$ cat src/rtl/core/tcce_pkg.sv
// ----------------------------------------------------------------------------
// tcce_pkg
// Shared widths, character codes, command codes and types of the text
// console cursor engine.
// ----------------------------------------------------------------------------
`timescale 1ns / 1ps

package tcce_pkg;

    localparam int COLUMNS_DEF   = 80;
    localparam int ROWS_DEF      = 25;
    localparam int TAB_WIDTH_DEF = 8;

    localparam int CMD_W  = 2;
    localparam int CHAR_W = 8;
    localparam int IDX_W  = 11;
    localparam int CELL_W = 16;
    localparam int ATTR_W = 8;

    localparam logic [ATTR_W-1:0] ATTR_RESET = 8'h0F;

    localparam logic [CHAR_W-1:0] CH_BS    = 8'h08;
    localparam logic [CHAR_W-1:0] CH_TAB   = 8'h09;
    localparam logic [CHAR_W-1:0] CH_LF    = 8'h0A;
    localparam logic [CHAR_W-1:0] CH_CR    = 8'h0D;
    localparam logic [CHAR_W-1:0] CH_SPACE = 8'h20;
    localparam logic [CHAR_W-1:0] CH_DEL   = 8'h7F;

    typedef enum logic [CMD_W-1:0] {
        CMD_PUT   = 2'd0,
        CMD_CLEAR = 2'd1,
        CMD_READ  = 2'd2
    } t_cmd;

    typedef enum logic [2:0] {
        ST_INIT,
        ST_IDLE,
        ST_COPY,
        ST_FILL,
        ST_CLEAR,
        ST_RESULT
    } t_state;

    // Decode of the pending put byte, cursor unit to screen sequencer
    typedef struct packed {
        logic printable;
        logic scroll;
    } t_put_info;

endpackage

$ cat src/rtl/core/tcce_cursor.sv
// ----------------------------------------------------------------------------
// tcce_cursor
// Cursor column/row registers, put-byte decode, wrap and scroll detection.
// ----------------------------------------------------------------------------
`timescale 1ns / 1ps

module tcce_cursor #(
    parameter  int COLUMNS   = tcce_pkg::COLUMNS_DEF,
    parameter  int ROWS      = tcce_pkg::ROWS_DEF,
    parameter  int TAB_WIDTH = tcce_pkg::TAB_WIDTH_DEF,
    localparam int ADDR_W    = $clog2(COLUMNS * ROWS)
) (
    input  logic                        i_clk,
    input  logic                        i_rst_n,
    input  logic                        i_step,
    input  logic                        i_home,
    input  logic [tcce_pkg::CHAR_W-1:0] i_char_code,
    output tcce_pkg::t_put_info         o_put,
    output logic [ADDR_W-1:0]           o_cell_addr,
    output logic [tcce_pkg::IDX_W-1:0]  o_cursor_index
);
    import tcce_pkg::*;

    localparam int COL_W  = $clog2(COLUMNS);
    localparam int ROW_W  = $clog2(ROWS);
    localparam int PH_W   = $clog2(TAB_WIDTH);
    localparam int COLX_W = $clog2(COLUMNS + TAB_WIDTH);
    localparam int ROWX_W = $clog2(ROWS + 1);

    logic [COL_W-1:0]  r_col;
    logic [ROW_W-1:0]  r_row;
    logic [PH_W-1:0]   r_phase;   // column modulo tab width, kept alongside
    logic [COLX_W-1:0] n_col;
    logic [ROWX_W-1:0] n_row;
    logic [PH_W-1:0]   n_phase;
    logic              w_printable;
    logic              w_scroll;
    logic [ADDR_W-1:0] w_lin;

    always_comb begin
        w_printable = (i_char_code >= CH_SPACE) && (i_char_code <= CH_DEL);
        n_col       = COLX_W'(r_col);
        n_row       = ROWX_W'(r_row);
        n_phase     = r_phase;
        case (i_char_code)
            CH_BS: begin
                if (r_col != '0) begin
                    n_col   = COLX_W'(r_col) - COLX_W'(1);
                    n_phase = (r_phase == '0) ? PH_W'(TAB_WIDTH - 1) : r_phase - PH_W'(1);
                end
            end
            CH_TAB: begin
                n_col   = COLX_W'(r_col) + COLX_W'(TAB_WIDTH) - COLX_W'(r_phase);
                n_phase = '0;
            end
            CH_CR: begin
                n_col   = '0;
                n_phase = '0;
            end
            CH_LF: begin
                n_col   = '0;
                n_row   = ROWX_W'(r_row) + ROWX_W'(1);
                n_phase = '0;
            end
            default: begin
                if (w_printable) begin
                    n_col   = COLX_W'(r_col) + COLX_W'(1);
                    n_phase = (r_phase == PH_W'(TAB_WIDTH - 1)) ? '0 : r_phase + PH_W'(1);
                end
            end
        endcase
        // wrap to the next line
        if (n_col >= COLX_W'(COLUMNS)) begin
            n_col   = '0;
            n_row   = ROWX_W'(r_row) + ROWX_W'(1);
            n_phase = '0;
        end
        w_scroll = (n_row >= ROWX_W'(ROWS));
        if (w_scroll) begin
            n_row = ROWX_W'(ROWS - 1);
        end
    end

    always_ff @(posedge i_clk) begin
        if (!i_rst_n) begin
            r_col   <= '0;
            r_row   <= '0;
            r_phase <= '0;
        end else if (i_home) begin
            r_col   <= '0;
            r_row   <= '0;
            r_phase <= '0;
        end else if (i_step) begin
            r_col   <= COL_W'(n_col);
            r_row   <= ROW_W'(n_row);
            r_phase <= n_phase;
        end
    end

    assign w_lin          = ADDR_W'(r_row) * ADDR_W'(COLUMNS) + ADDR_W'(r_col);
    assign o_cell_addr    = w_lin;
    assign o_cursor_index = IDX_W'(w_lin);
    assign o_put          = '{printable: w_printable, scroll: w_scroll};

endmodule

$ cat config.mk
export PLATFORM = sky130hd
export DESIGN_NAME = tcce_cursor
export DESIGN_NICKNAME = d
export VERILOG_FILES = /design/src/rtl/core/tcce_pkg.sv /design/src/rtl/core/tcce_cursor.sv
export SDC_FILE = /design/constraint.sdc
export NUM_CORES = 1
export LEC_CHECK = 0
export BUFFER_PORTS_ARGS = -buffer_cell sky130_fd_sc_hd__buf_2
export CAP_MARGIN = 15
export CORE_UTILIZATION = 57
export DETAILED_ROUTE_END_ITERATION = 16
export GPL_TIMING_DRIVEN = 0
export PLACE_DENSITY = 0.92
export SETUP_SLACK_MARGIN = 0.15
export SYNTH_ARGS = -nofsm -noshare
export SYNTH_HDL_FRONTEND = slang
export SYNTH_SLANG_ARGS = --single-unit
$ cat constraint.sdc
create_clock -name i_clk -period 3.95 [get_ports i_clk]
set_input_delay 0.395 -clock i_clk [delete_from_list [all_inputs] [get_ports i_clk]]
set_output_delay 0.395 -clock i_clk [all_outputs]
set_load 0.02 [all_outputs]
# After elaboration in Yosys (flattened, before gate mapping)
# Index checks and enable logic that the tools add are counted.
dict set report word_totals {
  out_inout_bits 24
  input_bits 12
  word_cells 44
  regBits 15
}
dict set report classes {
  order_cmp 4
  n_reduce_logical 8
  addsub 8
  n_bitwise 1
  n_mux 13
  multipliers 1
  eq_ne 6
}
# op n
set ops {}
lappend ops {{equality test 8 x 4 -> 1 bit (second input constant)} 4}
lappend ops {{2-to-1 mux 7 bit} 3}
lappend ops {{case mux 7 bit (3 select lines)} 1}
lappend ops {{2-to-1 mux 3 bit} 5}
lappend ops {{2-to-1 mux 5 bit} 3}
lappend ops {{adder 11 x 7 -> 11 bit} 1}
lappend ops {{>= comparator 8 x 6 -> 1 bit (second input constant)} 1}
lappend ops {{<= comparator 8 x 7 -> 1 bit (second input constant)} 1}
lappend ops {{adder 7 x 1 -> 7 bit (second input constant)} 1}
lappend ops {{adder 7 x 4 -> 7 bit (second input constant)} 1}
lappend ops {{>= comparator 7 bit (second input constant)} 1}
lappend ops {{multiplier 5 x 3 -> 7 bit (second input constant)} 1}
lappend ops {{nonzero test 7 bit} 1}
lappend ops {{subtractor 7 x 1 -> 7 bit (second input constant)} 1}
lappend ops {{subtractor 7 x 3 -> 7 bit} 1}
lappend ops {{case mux 3 bit (2 select lines)} 1}
lappend ops {{adder 5 x 1 -> 5 bit (second input constant)} 1}
lappend ops {{>= comparator 5 bit (second input constant)} 1}
lappend ops {{nonzero test 4 bit} 1}
lappend ops {{OR reduction 2 bit} 2}
lappend ops {{adder 3 x 1 -> 3 bit (second input constant)} 1}
lappend ops {{equality test 3 bit (second input constant)} 1}
lappend ops {{logical NOT 3 bit} 1}
lappend ops {{inequality test 3 bit (second input constant)} 1}
lappend ops {{5 further kinds} 5}

# Logic depth before layout (Yosys ltp)
dict set report logic_depth {
  word_depth 8
  ltp_mapped 14
  ltp_nobuf 13
}

# Worst setup path before layout
# Ideal clock, no wire load.
dict set report synth_path {
  kind {reg2out}
  startpoint {register r_col[1]}
  endpoint {output port o_put[0] (netlist bit)}
  path_stages_with_launch 13
  t_required_ps 3555
  path_buffers 1
  path_slack_ps 592
  arrival_time_ps 2963
  cell_sequence {dfxtp_1 > ha_1 > ha_1 > fa_1 > a211oi_1 > xor2_1 > a32oi_1 > nand2_1 > o21ba_2 > or2_2 > mux2_2 > nor2_1 > buf_4}
}
dict set report synth_between {
  elab_chain_len 6
  word_cells_on_any_way 11
  classes_between {add/sub: 4; order compare: 2; mux: 4; reduce/logical: 1}
}
# item line_no
set synth_rtl {}
lappend synth_rtl {{start, declared} tcce_cursor.sv:30} ;# logic [COL_W-1:0] r_col;
lappend synth_rtl {{start signal, assigned} tcce_cursor.sv:94} ;# r_col <= COL_W'(n_col);
lappend synth_rtl {{adder 7 x 4 -> 7 bit, or another cell as far along} tcce_cursor.sv:53} ;# n_col = COLX_W'(r_col) + COLX_W'(TAB_WIDTH) - COLX_W'(r_phase);
lappend synth_rtl {{subtractor 7 x 3 -> 7 bit, or another cell as far along} tcce_cursor.sv:53}
lappend synth_rtl {{case mux 7 bit (3 select lines) *} tcce_cursor.sv:45} ;# case (i_char_code)
lappend synth_rtl {{>= comparator 7 bit *} tcce_cursor.sv:73} ;# if (n_col >= COLX_W'(COLUMNS)) begin
lappend synth_rtl {{2-to-1 mux 5 bit *} tcce_cursor.sv:73}
lappend synth_rtl {{>= comparator 5 bit *} tcce_cursor.sv:78} ;# w_scroll = (n_row >= ROWX_W'(ROWS));
lappend synth_rtl {{end, declared} tcce_cursor.sv:18} ;# output tcce_pkg::t_put_info o_put,
# Every way passes the cells marked *; elsewhere a longest branch is shown, timed or not.

# Worst setup path after layout
dict set report layout_path {
  startpoint {register r_col[0]}
  endpoint {output port o_put[0] (netlist bit)}
}
# Same word-level chain as after synthesis.

==> flow_summary_export.csv <==
group,metric,value,unit
placed_design,finalWeightedCongestion,0.883,
timing,post-route-period-util,93.5,%
pwr,power.total,0.000294,W
synth,synth_area_per_cell,7.72,µm²
critical_path,path_class,"register to primary output",
synth,ys_ff_latch,15,
clock_tree,cts_buffer_depth,2,
critical_path,cp_max_fo,7,
synth,async_flop_share,0,%
detailed_routing,initialDrtViolationCount,140,
timing,layout_setup_ws,256,ps
min_path,hold_path.class,"input port to register",
clock_tree,clkSinkCount,15,
floorplanning,die_w,62.1,µm
clock_tree,cts.clk_slew.worst_paths,90,ps
synth,synth_most_common_cell,"ha_1",
timing,timing.fmax,0.271,GHz
timing,whs,492,ps
flow_run,max_cap_viol_count,0,
timing,finalSetupViolCount,0,
detailed_routing,vias,2117,
placed_design,dp_slack,189,ps
synth,synth_cell_types,53,
critical_path,start_kind,"register",
timing,finalSetupTns,0,ps
detailed_routing,routed_wl,5020,µm
final_layout,fin_cells,359,
outcome,status,"complete, no violations",
grt,antenna_found_initial,0,
critical_path,worstPathArrival,3300,ps
detailed_routing,drc_errors,0,
pwr,p_leak,1.17,nW
timing,finalHoldViolations,0,
min_path,min-delay-start,"i_step",
placed_design,port-buffer-count,35,
critical_path,rr_startpoint,"r_col[0]",
grt,track_usage,25.2,%
synth,synth_area_leaders,"ha_1 (16%), dfxtp_1 (15%), buf_4 (6.2%)",
final_layout,nNetsFinal,355,
pwr,ir_worst_vdd,0.127,mV
synth,synthesis.nets,308,
timing,slew_headroom,69.8,%
clock_tree,clk_latency,290,ps
timing,post-route-min-period,3690,ps
critical_path,crit_chain,"inv_2, ha_1, inv_1, ha_4, fa_2, a211oi_2, xor2_1, a32oi_1, nand2_1, o21ba_4, or2_2, mux2_2, nor2_2, buf_4, buf_4",
floorplanning,row_count,21,
critical_path,r2r_cells,13,
synth,ys.flop_type,"dfxtp_1",
final_layout,diodes,0,
placed_design,dp_hpwl,3700,µm
placed_design,place_inst,348,
clock_tree,ctsRootBufferMaster,"clkbuf_4",
floorplanning,floorplan.initialDensity,60.8,%
grt,globalRouteOverflowTotal,0,
critical_path,regToRegEndpoint,"r_row[1]",
critical_path,cp-end-kind,"primary output",
pwr,power_density,119,nW/µm²
clock_tree,holdBufCountCts,0,
timing,fin_worst_skew,9.41,ps
detailed_routing,vias_per_cell,5.90,
min_path,holdPathStages,4,
synth,synth_edf_count,0,
final_layout,drive_gt1_share,30.4,%
detailed_routing,routedWlPerCell,14.0,µm
critical_path,worstPathRequired,3560,ps
critical_path,rrSetupSlack,750,ps
grt,grt_pass1_vias,1820,
synth,synth_top_area_cell,"ha_1",
min_path,hold_end,"r_col[1]",
clock_tree,htreeDepth,1,
final_layout,area_delta_synth_final,19.4,%
clock_tree,cts_tree,"built",
timing,tightest_slew,453,ps
clock_tree,cts_made_buffers,3,
critical_path,path_common_cell,"buf_4",
floorplanning,core-area,3390,µm²
critical_path,crit_path_max_incr_delay,400,ps
synth,synth_area,2060,µm²
synth,synth_top_area_share,15.8,%
detailed_routing,drt_pass1_iterations,5,
critical_path,critPathSlowestCell,"fa_2",
grt,grt_pass1_wl,8020,µm
floorplanning,die_h,62.1,µm
final_layout,n_fill_cell,242,
floorplanning,die_area,3860,µm²
grt,grt_start_max_net_pins,12,
synth,ys_seq_area_share,14.6,%
synth,yosys_warnings,0,
timing,maxSlewViolCount,0,
synth,ys_top_cells_by_count,"ha_1 (26), a21oi_1 (21), inv_1 (20)",
synth,syn_inst,267,
timing,rsz0062_at_grt,"no",
detailed_routing,antenna_left,0,
floorplanning,io_pins,36,
-- logic make-up after synthesis --
| logic type | count (synthesis) | share of synthesized area, % |
|---|---|---|
| multiplexers | 3 | 1.58 |
| adder cells (fa/ha/maj) | 29 | 18.7 |
| XOR/XNOR | 18 | 7.65 |
| flip-flops | 15 | 14.6 |
| AO/OA/AOI/OAI | 62 | 20.0 |
| AND/OR/NAND/NOR | 91 | 25.1 |
| buffers and inverters | 49 | 12.4 |
-- flip-flops by register name, summed over array words and instances (netlist names) --
signal   flops
r_row        5
r_phase      3
r_col        7
-- power breakdown --
group          switching (W)  total [W]  internal [W]
Clock              0.0000508  0.0000885     0.0000377
Combinational      0.0000306  0.0000549     0.0000243
Sequential        0.00000133   0.000151      0.000149
-- cell usage in the layout, fill, tap and decap left out, types with 3 or more instances in the layout --
cell	count
nand3_1	4
nor3b_1	3
nand2b_1	4
buf_4	25
nor2_1	15
nand2_1	19
dfxtp_4	4
ha_4	3
a32oi_1	3
a2bb2oi_1	3
nand3b_1	4
o21ai_0	11
inv_1	17
inv_2	3
or3_1	5
nor2b_1	5
nor3_1	12
buf_2	35
or4_1	3
o31ai_1	3
clkbuf_4	3
ha_1	23
a21oi_1	21
dfxtp_2	3
dfxtp_1	8
a21o_1	5
xor2_1	8
clkbuf_1	10
xnor2_1	10
-- metal layers --
layer | global-route usage (%) | up-vias | part of all wire, %
li1 | - | 1023 | -
met1 | 31.9 | 971 | 43
met2 | 43.7 | 100 | 49
met3 | 4.04 | 23 | 6.2
met4 | 7.56 | 0 | 2.1
met5 | 0 | - | 0
-- timing repair --
action / CTS / global route
setup endpoints to repair: 1 / 1
buffers inserted: 0 / 7
pin swaps: 1 / 6
resized for setup: 11 / 14
-- per-stage QoR --
step	util (%)	cell area, µm²
after detailed placement	67.7	2290
after CTS	69.6	2360
after floorplan	-	2060
after global placement	67.7	2290
final	72.6	2460
after global routing	72.6	2460
-- worst max-delay path by stage --
| stage | slack (ps) | from | depth (start not counted) | end |
|---|---|---|---|---|
| after floorplan | 590 | r_col[1] | 12 | o_put[0] |
| after global placement | 240 | r_col[1] | 13 | o_put[0] |
| after detailed placement | 190 | r_col[1] | 13 | o_put[0] |
| after CTS | 170 | r_phase[1] | 14 | o_put[0] |
| after global routing | 130 | r_col[1] | 13 | o_put[0] |
| final | 260 | r_col[0] | 15 | o_put[0] |
-- cell type report --
type                    count  area [µm²]  area share (%)
plain buffers              29         181            7.37
clock buffers               3        22.5           0.915
clock inverters             1        5.00           0.203
inverters                  20        75.1            3.05
multi-input cells         203        1570            63.8
flip-flops and latches     15         319            13.0
well taps                  46        57.6            2.34
repair buffers             42         230            9.35
-- critical path, delay by kind of cell, from the launching register on --
family                     cells  cell delay, ps
buffers and inverters          4             360
and+or+nand+nor                3             550
muxes                          1             280
xor gates and xnor gates       1             100
AOI/OAI and AO/OA              3             640
adders and majority gates      3             710
DFF                            1             380
Note: power is estimated with default switching activity, not from simulation.
